--- config.mk ---
export PLATFORM = sky130hd
export DESIGN_NAME = task_deadline_monitor_table_core
export DESIGN_NICKNAME = d
export VERILOG_FILES = /design/src/rtl/core/tdm_pkg.sv /design/src/rtl/core/tdm_serial_alu.sv /design/src/rtl/core/tdm_divider.sv /design/src/rtl/core/task_deadline_monitor_table_core.sv
export SDC_FILE = /design/constraint.sdc
export NUM_CORES = 2
export LEC_CHECK = 0
export BUFFER_PORTS_ARGS = -buffer_cell sky130_fd_sc_hd__buf_2
export CAP_MARGIN = 5
export CORE_UTILIZATION = 60
export CTS_BUF_LIST = sky130_fd_sc_hd__clkbuf_8
export CTS_CLUSTER_DIAMETER = 150
export DETAILED_ROUTE_END_ITERATION = 6
export PLACE_DENSITY = 0.75
export SYNTH_ARGS = -nofsm -noshare
export SYNTH_HDL_FRONTEND = slang
export SYNTH_SLANG_ARGS = --single-unit
--- constraint.sdc ---
create_clock -name clock -period 25.2 [get_ports clock]
set_input_delay 1.26 -clock clock [delete_from_list [all_inputs] [get_ports clock]]
set_output_delay 1.26 -clock clock [all_outputs]
set_load 0.02 [all_outputs]
--- src/rtl/core/tdm_pkg.sv ---
package tdm_pkg;

   localparam int WORD_W   = 32;
   localparam int FUNC_W   = 2;
   localparam int SLOT_W   = 8;
   localparam int STATUS_W = 3;

   localparam logic [FUNC_W-1:0] FUNC_ALLOC  = 2'd0;
   localparam logic [FUNC_W-1:0] FUNC_BEGIN  = 2'd1;
   localparam logic [FUNC_W-1:0] FUNC_END    = 2'd2;
   localparam logic [FUNC_W-1:0] FUNC_REPORT = 2'd3;

   localparam logic [STATUS_W-1:0] STATUS_OK         = 3'd0;
   localparam logic [STATUS_W-1:0] STATUS_BAD_SLOT   = 3'd1;
   localparam logic [STATUS_W-1:0] STATUS_NO_SLOT    = 3'd2;
   localparam logic [STATUS_W-1:0] STATUS_ACTIVE     = 3'd3;
   localparam logic [STATUS_W-1:0] STATUS_NOT_ACTIVE = 3'd4;
   localparam logic [STATUS_W-1:0] STATUS_NO_CYCLES  = 3'd5;

   localparam logic [WORD_W-1:0] MIN_INIT = 32'hFFFF_FFFF;

   typedef struct packed {
      logic [WORD_W-1:0] budget;
      logic [WORD_W-1:0] start;
      logic [WORD_W-1:0] shortest;
      logic [WORD_W-1:0] longest;
      logic [WORD_W-1:0] sum;
      logic [WORD_W-1:0] count;
      logic [WORD_W-1:0] late;
   } entry_type;

endpackage

--- src/rtl/core/tdm_serial_alu.sv ---
module tdm_serial_alu
   import tdm_pkg::*;
(
   input  logic              clock,
   input  logic              reset,
   input  logic              start,
   input  entry_type         entry_in,
   input  logic [WORD_W-1:0] now_time,
   output logic              done,
   output entry_type         entry_out,
   output logic              overran
);

   localparam int CNT_W = $clog2(WORD_W);

   logic             busy_ff, busy_in;
   logic             done_ff, done_in;
   logic [CNT_W-1:0] cnt_ff, cnt_in;

   logic [WORD_W-1:0] now_ff, now_in;
   logic [WORD_W-1:0] stamp_ff, stamp_in;
   logic [WORD_W-1:0] el_ff, el_in;
   logic [WORD_W-1:0] short_ff, short_in;
   logic [WORD_W-1:0] long_ff, long_in;
   logic [WORD_W-1:0] bud_ff, bud_in;
   logic [WORD_W-1:0] sum_ff, sum_in;
   logic [WORD_W-1:0] count_ff, count_in;
   logic [WORD_W-1:0] late_ff, late_in;
   logic [WORD_W-1:0] linc_ff, linc_in;

   logic borrow_ff, borrow_in;
   logic csum_ff, csum_in;
   logic ccnt_ff, ccnt_in;
   logic clate_ff, clate_in;
   logic lt_ff, lt_in;
   logic gt_ff, gt_in;
   logic ov_ff, ov_in;

   logic e_bit, s_bit, c_bit, l_bit;

   always_comb begin
      e_bit = now_ff[0] ^ stamp_ff[0] ^ borrow_ff;
      s_bit = sum_ff[0] ^ e_bit ^ csum_ff;
      c_bit = count_ff[0] ^ ccnt_ff;
      l_bit = late_ff[0] ^ clate_ff;

      busy_in   = busy_ff;
      done_in   = 1'b0;
      cnt_in    = cnt_ff;
      now_in    = now_ff;
      stamp_in  = stamp_ff;
      el_in     = el_ff;
      short_in  = short_ff;
      long_in   = long_ff;
      bud_in    = bud_ff;
      sum_in    = sum_ff;
      count_in  = count_ff;
      late_in   = late_ff;
      linc_in   = linc_ff;
      borrow_in = borrow_ff;
      csum_in   = csum_ff;
      ccnt_in   = ccnt_ff;
      clate_in  = clate_ff;
      lt_in     = lt_ff;
      gt_in     = gt_ff;
      ov_in     = ov_ff;

      if (start) begin
         busy_in   = 1'b1;
         cnt_in    = '0;
         now_in    = now_time;
         stamp_in  = entry_in.start;
         short_in  = entry_in.shortest;
         long_in   = entry_in.longest;
         bud_in    = entry_in.budget;
         sum_in    = entry_in.sum;
         count_in  = entry_in.count;
         late_in   = entry_in.late;
         borrow_in = 1'b0;
         csum_in   = 1'b0;
         ccnt_in   = 1'b1;
         clate_in  = 1'b1;
         lt_in     = 1'b0;
         gt_in     = 1'b0;
         ov_in     = 1'b0;
      end else if (busy_ff) begin
         borrow_in = (~now_ff[0] & stamp_ff[0]) | (~(now_ff[0] ^ stamp_ff[0]) & borrow_ff);
         csum_in   = (sum_ff[0] & e_bit) | (sum_ff[0] & csum_ff) | (e_bit & csum_ff);
         ccnt_in   = count_ff[0] & ccnt_ff;
         clate_in  = late_ff[0] & clate_ff;
         if (e_bit != short_ff[0]) begin
            lt_in = ~e_bit;
         end
         if (e_bit != long_ff[0]) begin
            gt_in = e_bit;
         end
         if (e_bit != bud_ff[0]) begin
            ov_in = e_bit;
         end
         now_in   = {1'b0, now_ff[WORD_W-1:1]};
         stamp_in = {stamp_ff[0], stamp_ff[WORD_W-1:1]};
         el_in    = {e_bit, el_ff[WORD_W-1:1]};
         short_in = {short_ff[0], short_ff[WORD_W-1:1]};
         long_in  = {long_ff[0], long_ff[WORD_W-1:1]};
         bud_in   = {bud_ff[0], bud_ff[WORD_W-1:1]};
         sum_in   = {s_bit, sum_ff[WORD_W-1:1]};
         count_in = {c_bit, count_ff[WORD_W-1:1]};
         late_in  = {late_ff[0], late_ff[WORD_W-1:1]};
         linc_in  = {l_bit, linc_ff[WORD_W-1:1]};
         cnt_in   = cnt_ff + 1'b1;
         if (cnt_ff == CNT_W'(WORD_W - 1)) begin
            busy_in = 1'b0;
            done_in = 1'b1;
         end
      end
   end

   always_ff @(posedge clock) begin
      if (reset) begin
         busy_ff <= 1'b0;
         done_ff <= 1'b0;
         cnt_ff  <= '0;
      end else begin
         busy_ff <= busy_in;
         done_ff <= done_in;
         cnt_ff  <= cnt_in;
      end
   end

   always_ff @(posedge clock) begin
      now_ff    <= now_in;
      stamp_ff  <= stamp_in;
      el_ff     <= el_in;
      short_ff  <= short_in;
      long_ff   <= long_in;
      bud_ff    <= bud_in;
      sum_ff    <= sum_in;
      count_ff  <= count_in;
      late_ff   <= late_in;
      linc_ff   <= linc_in;
      borrow_ff <= borrow_in;
      csum_ff   <= csum_in;
      ccnt_ff   <= ccnt_in;
      clate_ff  <= clate_in;
      lt_ff     <= lt_in;
      gt_ff     <= gt_in;
      ov_ff     <= ov_in;
   end

   always_comb begin
      entry_out.budget   = bud_ff;
      entry_out.start    = stamp_ff;
      entry_out.shortest = lt_ff ? el_ff : short_ff;
      entry_out.longest  = gt_ff ? el_ff : long_ff;
      entry_out.sum      = sum_ff;
      entry_out.count    = count_ff;
      entry_out.late     = ov_ff ? linc_ff : late_ff;
   end

   assign done    = done_ff;
   assign overran = ov_ff;

endmodule

--- src/rtl/core/tdm_divider.sv ---
module tdm_divider
   import tdm_pkg::*;
(
   input  logic              clock,
   input  logic              reset,
   input  logic              start,
   input  logic [WORD_W-1:0] dividend,
   input  logic [WORD_W-1:0] divisor,
   output logic              done,
   output logic [WORD_W-1:0] quotient
);

   localparam int CNT_W = $clog2(WORD_W);

   logic             busy_ff, busy_in;
   logic             done_ff, done_in;
   logic [CNT_W-1:0] cnt_ff, cnt_in;

   logic [WORD_W-1:0] rem_ff, rem_in;
   logic [WORD_W-1:0] quo_ff, quo_in;
   logic [WORD_W-1:0] dvs_ff, dvs_in;

   logic [WORD_W:0]   shifted;
   logic [WORD_W+1:0] trial;
   logic              fits;

   always_comb begin
      shifted = {rem_ff, quo_ff[WORD_W-1]};
      trial   = {1'b0, shifted} - {2'b00, dvs_ff};
      fits    = ~trial[WORD_W+1];

      busy_in = busy_ff;
      done_in = 1'b0;
      cnt_in  = cnt_ff;
      rem_in  = rem_ff;
      quo_in  = quo_ff;
      dvs_in  = dvs_ff;

      if (start) begin
         busy_in = 1'b1;
         cnt_in  = '0;
         rem_in  = '0;
         quo_in  = dividend;
         dvs_in  = divisor;
      end else if (busy_ff) begin
         rem_in = fits ? trial[WORD_W-1:0] : shifted[WORD_W-1:0];
         quo_in = {quo_ff[WORD_W-2:0], fits};
         cnt_in = cnt_ff + 1'b1;
         if (cnt_ff == CNT_W'(WORD_W - 1)) begin
            busy_in = 1'b0;
            done_in = 1'b1;
         end
      end
   end

   always_ff @(posedge clock) begin
      if (reset) begin
         busy_ff <= 1'b0;
         done_ff <= 1'b0;
         cnt_ff  <= '0;
      end else begin
         busy_ff <= busy_in;
         done_ff <= done_in;
         cnt_ff  <= cnt_in;
      end
   end

   always_ff @(posedge clock) begin
      rem_ff <= rem_in;
      quo_ff <= quo_in;
      dvs_ff <= dvs_in;
   end

   assign done     = done_ff;
   assign quotient = quo_ff;

endmodule

--- src/rtl/core/task_deadline_monitor_table_core.sv ---
// Steps per request: idle, check and delivery for a bad slot or state error; idle, check,
// read and delivery for begin or a report with no cycles; end and report add a bit-serial
// update or a divide after the read; allocate scans from slot 0 up to the first free slot,
// or through all slots when the table is full. One item at a time: the next transfer is
// taken once the result is loaded into the output register.
// Reset clears the used and active bits of every slot; the statistics memory is not cleared.
module task_deadline_monitor_table_core
   import tdm_pkg::*;
#(
   parameter int NUM_SLOTS = 8
) (
   input  logic                clock,
   input  logic                reset,
   input  logic                req_valid,
   output logic                req_stall,
   input  logic [FUNC_W-1:0]   req_func,
   input  logic [SLOT_W-1:0]   req_slot,
   input  logic [WORD_W-1:0]   req_budget_limit,
   input  logic [WORD_W-1:0]   req_now_time,
   output logic                rsp_valid,
   input  logic                rsp_stall,
   output logic [STATUS_W-1:0] rsp_status,
   output logic [SLOT_W-1:0]   rsp_slot_out,
   output logic                rsp_overran,
   output logic [WORD_W-1:0]   rsp_min_time,
   output logic [WORD_W-1:0]   rsp_avg_time,
   output logic [WORD_W-1:0]   rsp_max_time,
   output logic [WORD_W-1:0]   rsp_budget_out,
   output logic [WORD_W-1:0]   rsp_overrun_total,
   output logic [WORD_W-1:0]   rsp_cycle_total
);

   localparam int SW = (NUM_SLOTS > 1) ? $clog2(NUM_SLOTS) : 1;

   localparam logic [2:0] ST_IDLE  = 3'd0;
   localparam logic [2:0] ST_SCAN  = 3'd1;
   localparam logic [2:0] ST_CHECK = 3'd2;
   localparam logic [2:0] ST_READ  = 3'd3;
   localparam logic [2:0] ST_ALU   = 3'd4;
   localparam logic [2:0] ST_DIV   = 3'd5;
   localparam logic [2:0] ST_DONE  = 3'd6;

   logic [2:0]           state_ff, state_in;
   logic [NUM_SLOTS-1:0] used_ff, used_in;
   logic [NUM_SLOTS-1:0] running_ff, running_in;
   logic                 rsp_valid_ff, rsp_valid_in;

   logic [FUNC_W-1:0]   func_ff, func_in;
   logic [SLOT_W-1:0]   slot_ff, slot_in;
   logic [WORD_W-1:0]   budget_ff, budget_in;
   logic [WORD_W-1:0]   now_ff, now_in;
   logic [SW-1:0]       scan_ff, scan_in;
   logic [STATUS_W-1:0] res_status_ff, res_status_in;
   logic [SLOT_W-1:0]   res_slot_ff, res_slot_in;
   logic                res_over_ff, res_over_in;
   logic                res_stats_ff, res_stats_in;

   logic [STATUS_W-1:0] rsp_status_ff, rsp_status_in;
   logic [SLOT_W-1:0]   rsp_slot_ff, rsp_slot_in;
   logic                rsp_over_ff, rsp_over_in;
   logic [WORD_W-1:0]   rsp_min_ff, rsp_min_in;
   logic [WORD_W-1:0]   rsp_avg_ff, rsp_avg_in;
   logic [WORD_W-1:0]   rsp_max_ff, rsp_max_in;
   logic [WORD_W-1:0]   rsp_bud_ff, rsp_bud_in;
   logic [WORD_W-1:0]   rsp_late_ff, rsp_late_in;
   logic [WORD_W-1:0]   rsp_cnt_ff, rsp_cnt_in;

   entry_type mem_ff [NUM_SLOTS];
   entry_type rd_ff;
   entry_type mem_wd;
   logic      mem_we;
   logic [SW-1:0] mem_wa;
   logic      rd_en;

   logic      alu_start, alu_done, alu_over;
   entry_type alu_entry;
   logic      div_start, div_done;
   logic [WORD_W-1:0] div_q;

   logic [SW-1:0] slot_idx;
   logic          slot_ok;
   logic          out_free;

   assign slot_idx = slot_ff[SW-1:0];
   assign slot_ok  = ({1'b0, slot_ff} < 9'(NUM_SLOTS)) && used_ff[slot_idx];
   assign out_free = !rsp_valid_ff || !rsp_stall;

   tdm_serial_alu u_alu (
      .clock     (clock),
      .reset     (reset),
      .start     (alu_start),
      .entry_in  (rd_ff),
      .now_time  (now_ff),
      .done      (alu_done),
      .entry_out (alu_entry),
      .overran   (alu_over)
   );

   tdm_divider u_div (
      .clock    (clock),
      .reset    (reset),
      .start    (div_start),
      .dividend (rd_ff.sum),
      .divisor  (rd_ff.count),
      .done     (div_done),
      .quotient (div_q)
   );

   always_comb begin
      state_in      = state_ff;
      used_in       = used_ff;
      running_in    = running_ff;
      func_in       = func_ff;
      slot_in       = slot_ff;
      budget_in     = budget_ff;
      now_in        = now_ff;
      scan_in       = scan_ff;
      res_status_in = res_status_ff;
      res_slot_in   = res_slot_ff;
      res_over_in   = res_over_ff;
      res_stats_in  = res_stats_ff;

      rsp_valid_in  = rsp_valid_ff && rsp_stall;
      rsp_status_in = rsp_status_ff;
      rsp_slot_in   = rsp_slot_ff;
      rsp_over_in   = rsp_over_ff;
      rsp_min_in    = rsp_min_ff;
      rsp_avg_in    = rsp_avg_ff;
      rsp_max_in    = rsp_max_ff;
      rsp_bud_in    = rsp_bud_ff;
      rsp_late_in   = rsp_late_ff;
      rsp_cnt_in    = rsp_cnt_ff;

      mem_we    = 1'b0;
      mem_wa    = slot_idx;
      mem_wd    = rd_ff;
      rd_en     = 1'b0;
      alu_start = 1'b0;
      div_start = 1'b0;

      case (state_ff)
         ST_IDLE: begin
            if (req_valid) begin
               func_in      = req_func;
               slot_in      = req_slot;
               budget_in    = req_budget_limit;
               now_in       = req_now_time;
               scan_in      = '0;
               res_over_in  = 1'b0;
               res_stats_in = 1'b0;
               res_slot_in  = req_slot;
               state_in     = (req_func == FUNC_ALLOC) ? ST_SCAN : ST_CHECK;
            end
         end
         ST_SCAN: begin
            if (!used_ff[scan_ff]) begin
               mem_we              = 1'b1;
               mem_wa              = scan_ff;
               mem_wd.budget       = budget_ff;
               mem_wd.start        = '0;
               mem_wd.shortest     = MIN_INIT;
               mem_wd.longest      = '0;
               mem_wd.sum          = '0;
               mem_wd.count        = '0;
               mem_wd.late         = '0;
               used_in[scan_ff]    = 1'b1;
               running_in[scan_ff] = 1'b0;
               res_status_in       = STATUS_OK;
               res_slot_in         = SLOT_W'(scan_ff);
               state_in            = ST_DONE;
            end else if (scan_ff == SW'(NUM_SLOTS - 1)) begin
               res_status_in = STATUS_NO_SLOT;
               res_slot_in   = '0;
               state_in      = ST_DONE;
            end else begin
               scan_in = scan_ff + 1'b1;
            end
         end
         ST_CHECK: begin
            if (!slot_ok) begin
               res_status_in = STATUS_BAD_SLOT;
               state_in      = ST_DONE;
            end else if (func_ff == FUNC_BEGIN && running_ff[slot_idx]) begin
               res_status_in = STATUS_ACTIVE;
               state_in      = ST_DONE;
            end else if (func_ff == FUNC_END && !running_ff[slot_idx]) begin
               res_status_in = STATUS_NOT_ACTIVE;
               state_in      = ST_DONE;
            end else begin
               rd_en    = 1'b1;
               state_in = ST_READ;
            end
         end
         ST_READ: begin
            case (func_ff)
               FUNC_BEGIN: begin
                  mem_we               = 1'b1;
                  mem_wd.start         = now_ff;
                  running_in[slot_idx] = 1'b1;
                  res_status_in        = STATUS_OK;
                  state_in             = ST_DONE;
               end
               FUNC_END: begin
                  alu_start = 1'b1;
                  state_in  = ST_ALU;
               end
               default: begin
                  if (rd_ff.count == '0) begin
                     res_status_in = STATUS_NO_CYCLES;
                     state_in      = ST_DONE;
                  end else begin
                     div_start = 1'b1;
                     state_in  = ST_DIV;
                  end
               end
            endcase
         end
         ST_ALU: begin
            if (alu_done) begin
               mem_we               = 1'b1;
               mem_wd               = alu_entry;
               running_in[slot_idx] = 1'b0;
               res_over_in          = alu_over;
               res_status_in        = STATUS_OK;
               state_in             = ST_DONE;
            end
         end
         ST_DIV: begin
            if (div_done) begin
               res_status_in = STATUS_OK;
               res_stats_in  = 1'b1;
               state_in      = ST_DONE;
            end
         end
         ST_DONE: begin
            if (out_free) begin
               rsp_valid_in  = 1'b1;
               rsp_status_in = res_status_ff;
               rsp_slot_in   = res_slot_ff;
               rsp_over_in   = res_over_ff;
               rsp_min_in    = res_stats_ff ? rd_ff.shortest : '0;
               rsp_avg_in    = res_stats_ff ? div_q : '0;
               rsp_max_in    = res_stats_ff ? rd_ff.longest : '0;
               rsp_bud_in    = res_stats_ff ? rd_ff.budget : '0;
               rsp_late_in   = res_stats_ff ? rd_ff.late : '0;
               rsp_cnt_in    = res_stats_ff ? rd_ff.count : '0;
               state_in      = ST_IDLE;
            end
         end
         default: begin
            state_in = ST_IDLE;
         end
      endcase
   end

   always_ff @(posedge clock) begin
      if (reset) begin
         state_ff     <= ST_IDLE;
         used_ff      <= '0;
         running_ff   <= '0;
         rsp_valid_ff <= 1'b0;
      end else begin
         state_ff     <= state_in;
         used_ff      <= used_in;
         running_ff   <= running_in;
         rsp_valid_ff <= rsp_valid_in;
      end
   end

   always_ff @(posedge clock) begin
      func_ff       <= func_in;
      slot_ff       <= slot_in;
      budget_ff     <= budget_in;
      now_ff        <= now_in;
      scan_ff       <= scan_in;
      res_status_ff <= res_status_in;
      res_slot_ff   <= res_slot_in;
      res_over_ff   <= res_over_in;
      res_stats_ff  <= res_stats_in;
      rsp_status_ff <= rsp_status_in;
      rsp_slot_ff   <= rsp_slot_in;
      rsp_over_ff   <= rsp_over_in;
      rsp_min_ff    <= rsp_min_in;
      rsp_avg_ff    <= rsp_avg_in;
      rsp_max_ff    <= rsp_max_in;
      rsp_bud_ff    <= rsp_bud_in;
      rsp_late_ff   <= rsp_late_in;
      rsp_cnt_ff    <= rsp_cnt_in;
   end

   always_ff @(posedge clock) begin
      if (mem_we) begin
         mem_ff[mem_wa] <= mem_wd;
      end
      if (rd_en) begin
         rd_ff <= mem_ff[slot_idx];
      end
   end

   assign req_stall         = (state_ff != ST_IDLE);
   assign rsp_valid         = rsp_valid_ff;
   assign rsp_status        = rsp_status_ff;
   assign rsp_slot_out      = rsp_slot_ff;
   assign rsp_overran       = rsp_over_ff;
   assign rsp_min_time      = rsp_min_ff;
   assign rsp_avg_time      = rsp_avg_ff;
   assign rsp_max_time      = rsp_max_ff;
   assign rsp_budget_out    = rsp_bud_ff;
   assign rsp_overrun_total = rsp_late_ff;
   assign rsp_cycle_total   = rsp_cnt_ff;

   // A slot can only be active while it is allocated.
   assert property (@(posedge clock) disable iff (reset)
      (running_ff & ~used_ff) == '0)
      else $error("active bit set on a free slot");

   assert property (@(posedge clock) disable iff (reset)
      div_start |-> (rd_ff.count != '0))
      else $error("divider started with a zero cycle count");

   assert property (@(posedge clock) disable iff (reset)
      $rose(rsp_valid_ff) |-> ($past(state_ff) == ST_DONE))
      else $error("result raised outside the delivery step");

endmodule

Word level (Yosys, flattened, before mapping)

Memories as Yosys holds them, arrays and structs flattened. A register that Yosys moved wholly into a read port is not among the register bits.
Cells that the tools add are included.
Widths: inputs -> output; s select.

Logic and storage cells: 259
Bits in latches: 0
ROM bits: 0
RAM bits: 1792
Register bits: 751
Memories: 1
Output and inout port bits: 206

Memory list:

| memory | words | bits a word | read ports | clocked after memory_dff | write ports | RTL line                               | source |
|---|---|---|---|---|---|---|---|
| mem_ff | 8     | 224         | 1          | 1                        | 1           | task_deadline_monitor_table_core.sv:68 | `entry_type mem_ff [NUM_SLOTS];` |

Muxes and demuxes: 105
Equality and inequality tests: 26
Shift operators: 0
$lt $le $gt $ge: 5
Div/mod/pow operators: 0
Multipliers: 0
Reduce and logical (&&, ||, !) cells: 40
$add $sub $neg: 4
Bitwise logic cells: 30

Operators with widths:

| operator            | number |
|---|---|
| $mux 32             | 23 |
| $mux 224            | 2 |
| $pmux 160 s2        | 1 |
| $pmux 32 s3         | 1 |
| $mux 3              | 22 |
| $pmux 32 s2         | 1 |
| $mux 8              | 6 |
| $sub 33x32->34      | 1 |
| $logic_not 32->1    | 1 |
| $mux 1              | 32 |
| $pmux 8 s3          | 1 |
| $pmux 3 s7          | 1 |
| $pmux 3 s2          | 3 |
| $and 8x8->8         | 2 |
| $not 8->8           | 2 |
| $or 8x8->8          | 2 |
| $pmux 8 s2          | 1 |
| $pmux 3 s5          | 1 |
| $ne 2x2->1 const B  | 7 |
| $reduce_and 2->1    | 7 |
| $eq 3x3->1 const B  | 4 |
| $add 5x1->5 const B | 2 |
| $eq 5x5->1 const B  | 2 |
| $reduce_bool 2->1   | 5 |
| 34 further kinds    | 80 |

Logic depth before layout (Yosys ltp)

Depth in word-level cells: 8
Mapped depth: 13
Mapped depth without buffers: 12

By module

From an unflattened synthesis, not the netlist that was laid out.

Cells, all modules: 6431
Area, all modules: 108142.5 µm²

By module, submodules not included:

| module                           | cells an instance | area an instance (µm²) | instances |
|---|---|---|---|
| task_deadline_monitor_table_core | 5109              | 86915.9                | 1 |
| tdm_serial_alu                   | 786               | 15538.7                | 1 |
| tdm_divider                      | 536               | 5688.0                 | 1 |

Least setup slack after synthesis

Ideal clock, no wire load.

Path kind: register to register
Start point: register scan_ff[0]
End point: memory mem_ff[4][0] in the netlist's numbering (enable)
Arrival: 11.330 ns
Required time: 24.387 ns
Path buffers: 3
Cell stages (with the launch flop): 10
Library setup time: 0.813 ns
Path slack: 13.056 ns
Clock period less this slack: 12.144 ns
Path through: edfxtp_1 > mux2_2 > a221o_1 > a21oi_2 > and2_1 > buf_2 > buf_4 > buf_2 > a21oi_1 > nor2_1

Word-level cells in the longest chain between the ends: 6
Elaborated cells between the ends (all ways): 8
Those cells by class: mux: 8

RTL lines:

| what                         | RTL line                                | source |
|---|---|---|
| from (decl)                  | task_deadline_monitor_table_core.sv:52  | `logic [SW-1:0] scan_ff, scan_in;` |
| from (signal assigned)       | task_deadline_monitor_table_core.sv:275 | `scan_ff <= scan_in;` |
| $bmux 1 s3                   | task_deadline_monitor_table_core.sv:156 | `if (!used_ff[scan_ff]) begin` |
| $mux 1 (not written as such) | task_deadline_monitor_table_core.sv:156 |  |
| $mux 1                       | task_deadline_monitor_table_core.sv:156 |  |
| $pmux 1 s3                   | task_deadline_monitor_table_core.sv:141 | `case (state_ff)` |
| $mux 1                       | task_deadline_monitor_table_core.sv:292 | `if (mem_we) begin` |
| $mux 1 (not written as such) | task_deadline_monitor_table_core.sv:293 | `mem_ff[mem_wa] <= mem_wd;` |
| to (decl)                    | task_deadline_monitor_table_core.sv:68  |  |

Parallel ways exist; a longest one is shown, timed or not. The select of a mux whose other input is x is not followed.

Worst setup path in the final report

Start point: register scan_ff[0]
End point: memory mem_ff[1][47] in the netlist's numbering (enable)

The elaborated chain is that of the path after synthesis.

==> key figures <==
Route
  • Wirelength per Cell: 27.0 um
  • Routed wire length: 263000 um
  • Via count: 62600
  • Drt initial violations: 8045
  • Router iterations before antenna repair: 7
  • ANT nets after route: 0
  • Vias/cell: 6.43
  • Drc violations: 5

Clock network
  • Longest Clk Path Bufs: 4
  • Total number of H-tree levels: 5
  • CTS tree: done
  • Clock-pin slew on the worst setup and hold paths: 0.07 ns
  • Post-CTS Resized: 0
  • Number of CTS-inserted buffers: 433
  • Root Buffer Master: clkbuf_8
  • Hold-fix buffers at CTS: 0
  • Worst-Skew Late Latency: 1.11 ns
  • Clk sinks: 2767
  • Setup Buffers After CTS: 0

Worst setup path
  • Worst reg-to-reg setup slack: 19.10 ns
  • CP Max Fanout: 116
  • Setup CP Type: reg -> reg
  • Worst r2r src: scan_ff[0]$_SDFFCE_PN0P_
  • Worst r2r dst: mem_ff[1][47]$_DFFE_PP_
  • CP Launch Type: flop
  • Critical Path AT: 6.76 ns
  • CP required: 25.86 ns
  • Element type at the critical path end: flop
  • Worst r2r path cells: 9

Outcome
  • Failing checks: design-rule violations
  • Status: finished, violations left

Worst hold path
  • Hold Path Depth: 1
  • Hold Path Class: in -> reg
  • Hold_sp: req_now_time[22]
  • WHS Endpoint: now_ff[22]$_DFFE_PP_

Synth
  • Mapped Cells: 6708
  • FF+latch count, synth: 2767
  • Syn_area_per_cell: 15.6 um^2
  • Fraction of registers with async set/reset: 0
  • Synth Flop Type: edfxtp_1
  • Post-synthesis sequential area ratio: 0.787
  • Synth warn: 0
  • Share of the synthesized area in the top cell type: 0.773
  • Distinct cells, synth: 64
  • Syn_nets: 6831
  • Largest cells by area after synthesis: edfxtp_1 77%, a22oi_1 6.2%, nand2_1 4.1%
  • Synthesized cell area: 105000 um^2
  • Leading area contributor after synthesis: edfxtp_1
  • Post-synth EDFFs: 2694

Global route
  • Grt peak-use layer: met2
  • Initial antenna violation count: 8
  • GR Util met2: 0.473
  • Grt ovf: 0
  • GR Util met1: 0.405
  • Met3 global-route usage: 0.0539
  • Largest net degree at the start of global routing: 202
  • First-pass GRT wire length: 388000 um
  • Vias in the first global route: 62500
  • Total track usage: 0.298

Final layout
  • Syn-to-layout area delta: 11.0%
  • Fill cell count: 11400
  • Most frequent cells in the layout: 2694 x edfxtp_1, 1149 x nand2_1, 862 x a22oi_1
  • Largest regs: mem_ff: 1792 flops, rd_ff: 224 flops
  • Share of layout cells above drive strength 1: 0.127
  • Number of flip-flops in the largest register: 1792
  • Top reg by flops: mem_ff
  • Nets: 7216
  • Commonest non-fill, non-tap cell in the layout: edfxtp_1

STA
  • Final setup vio count: 0
  • Least-Margin Pin Slew: 1.32 ns
  • Final setup TNS: 0 ns
  • Clock skew: 0.0802 ns
  • Rel. slew slack: 0.116
  • Final hold violation count: 0
  • Min Tclk post-route: 6.10 ns
  • Fin Hold WS: 0.329 ns
  • Count of pins over their slew limit: 0
  • Final period util: 0.242
  • RSZ-0062 raised after global routing: false
  • Top achievable clock speed: 164 MHz

Power and ir drop
  • IR drop worst, VDD: 0.0699 mV
  • Total power draw: 0.0101 W
  • PwrDens: 86.7 nW/um^2
  • Lkg Pwr: 40.3 nW

Flow run
  • Max_cap viols: 0

Die
  • Core ar.: 172000 um^2
  • I/O pins: 284
  • Die Span X: 420 um
  • Initial Utilization: 0.607
  • # rows: 152
  • Die Y: 420 um
  • Die area: 176000 um^2

Placed design
  • Port bufs: 283
  • Post-DP HPWL: 135000 um
  • Placer Congestion: 0.867
==> cells in the mapped netlist (10+ instances only) <==
master / number
xnor2_1: 16
clkbuf_1: 361
o21ai_0: 193
buf_2: 10
ha_1: 42
buf_1: 41
a211oi_1: 10
o211ai_1: 40
mux2i_1: 141
and2_1: 209
edfxtp_1: 2694
mux2_2: 19
inv_1: 83
a22oi_1: 862
nand2_1: 1151
a222oi_1: 59
nor2b_1: 19
nor2_1: 87
xor2_1: 13
dfxtp_1: 73
a31oi_1: 14
nand4_1: 209
a21o_1: 12
a21oi_1: 108
nand3b_1: 12
nand3_1: 107
nor4_1: 12
nand2b_1: 19
nor3_1: 22
==> area by class of cell <==
cell class | instances | area [um^2] | share of cell area
repair buffers | 366 | 2210 | 0.0191
clock buffers | 445 | 6120 | 0.0527
diodes | 6 | 15.0 | 0.000129
flip-flops and latches | 2767 | 82400 | 0.709
well taps | 2310 | 2890 | 0.0249
clock inverters | 319 | 1620 | 0.0139
inverters | 84 | 318 | 0.00274
multi-input cells | 3441 | 20600 | 0.177
==> worst max-delay path, stage by stage (launching register included) <==
cell	delay, ns
edfxtp_1	0.81
mux2_2	0.41
a221o_1	0.36
a21oi_2	0.38
and2_4	0.69
nand2_1	0.21
a21o_1	0.33
nor2_4	0.88
buf_4	0.72
buf_12	0.72
==> metrics by stage <==
stage	cells	util	cell area, um^2	worst slack [ns]
2_1_floorplan	6708	-	105000	13.06
3_3_place_gp	8968	0.628	108000	19.25
3_5_place_dp	8968	0.628	108000	19.20
4_1_cts	9732	0.673	116000	19.15
5_1_grt	9734	0.673	116000	18.83
6_report	9738	0.673	116000	19.10
==> how the worst max path moves through the flow <==
stage                     slack, ns                     start                  endpoint
final                         19.10  scan_ff[0]$_SDFFCE_PN0P_   mem_ff[1][47]$_DFFE_PP_
after CTS                     19.15  scan_ff[0]$_SDFFCE_PN0P_   mem_ff[1][47]$_DFFE_PP_
after floorplan               13.06  scan_ff[0]$_SDFFCE_PN0P_    mem_ff[4][0]$_DFFE_PP_
after global routing          18.83  scan_ff[0]$_SDFFCE_PN0P_   mem_ff[1][56]$_DFFE_PP_
after global placement        19.25  scan_ff[0]$_SDFFCE_PN0P_   mem_ff[1][52]$_DFFE_PP_
after detailed placement      19.20  scan_ff[0]$_SDFFCE_PN0P_  mem_ff[1][121]$_DFFE_PP_
==> routing by layer <==
metal  vias up  share of wire
met2      4177           0.47
met4         6          0.046
met1     31000           0.37
met5         -        0.00019
met3       630           0.12
li1      26800              -
==> cells by family after synthesis <==
logic type | count (synthesis) | share of synthesized area
and+or+nand+nor | 1876 | 0.0813
AOI/OAI and AO/OA | 1329 | 0.0897
buffers and inverters | 500 | 0.0182
DFF | 2767 | 0.787
adders and majority gates | 45 | 0.00559
xor gates and xnor gates | 29 | 0.00243
muxes | 162 | 0.0160
==> where the power goes <==
| part | internal, W | total [W] | leakage [nW] | switching (W) |
|---|---|---|---|---|
| Sequential | 0.00529 | 0.00539 | 24.9 | 0.000107 |
| Clock | 0.00175 | 0.00345 | 4.51 | 0.00169 |
| Combinational | 0.000399 | 0.00124 | 10.8 | 0.000837 |
| Total | 0.00744 | 0.0101 | 40.3 | 0.00264 |
(Power assumes the default switching activity.)
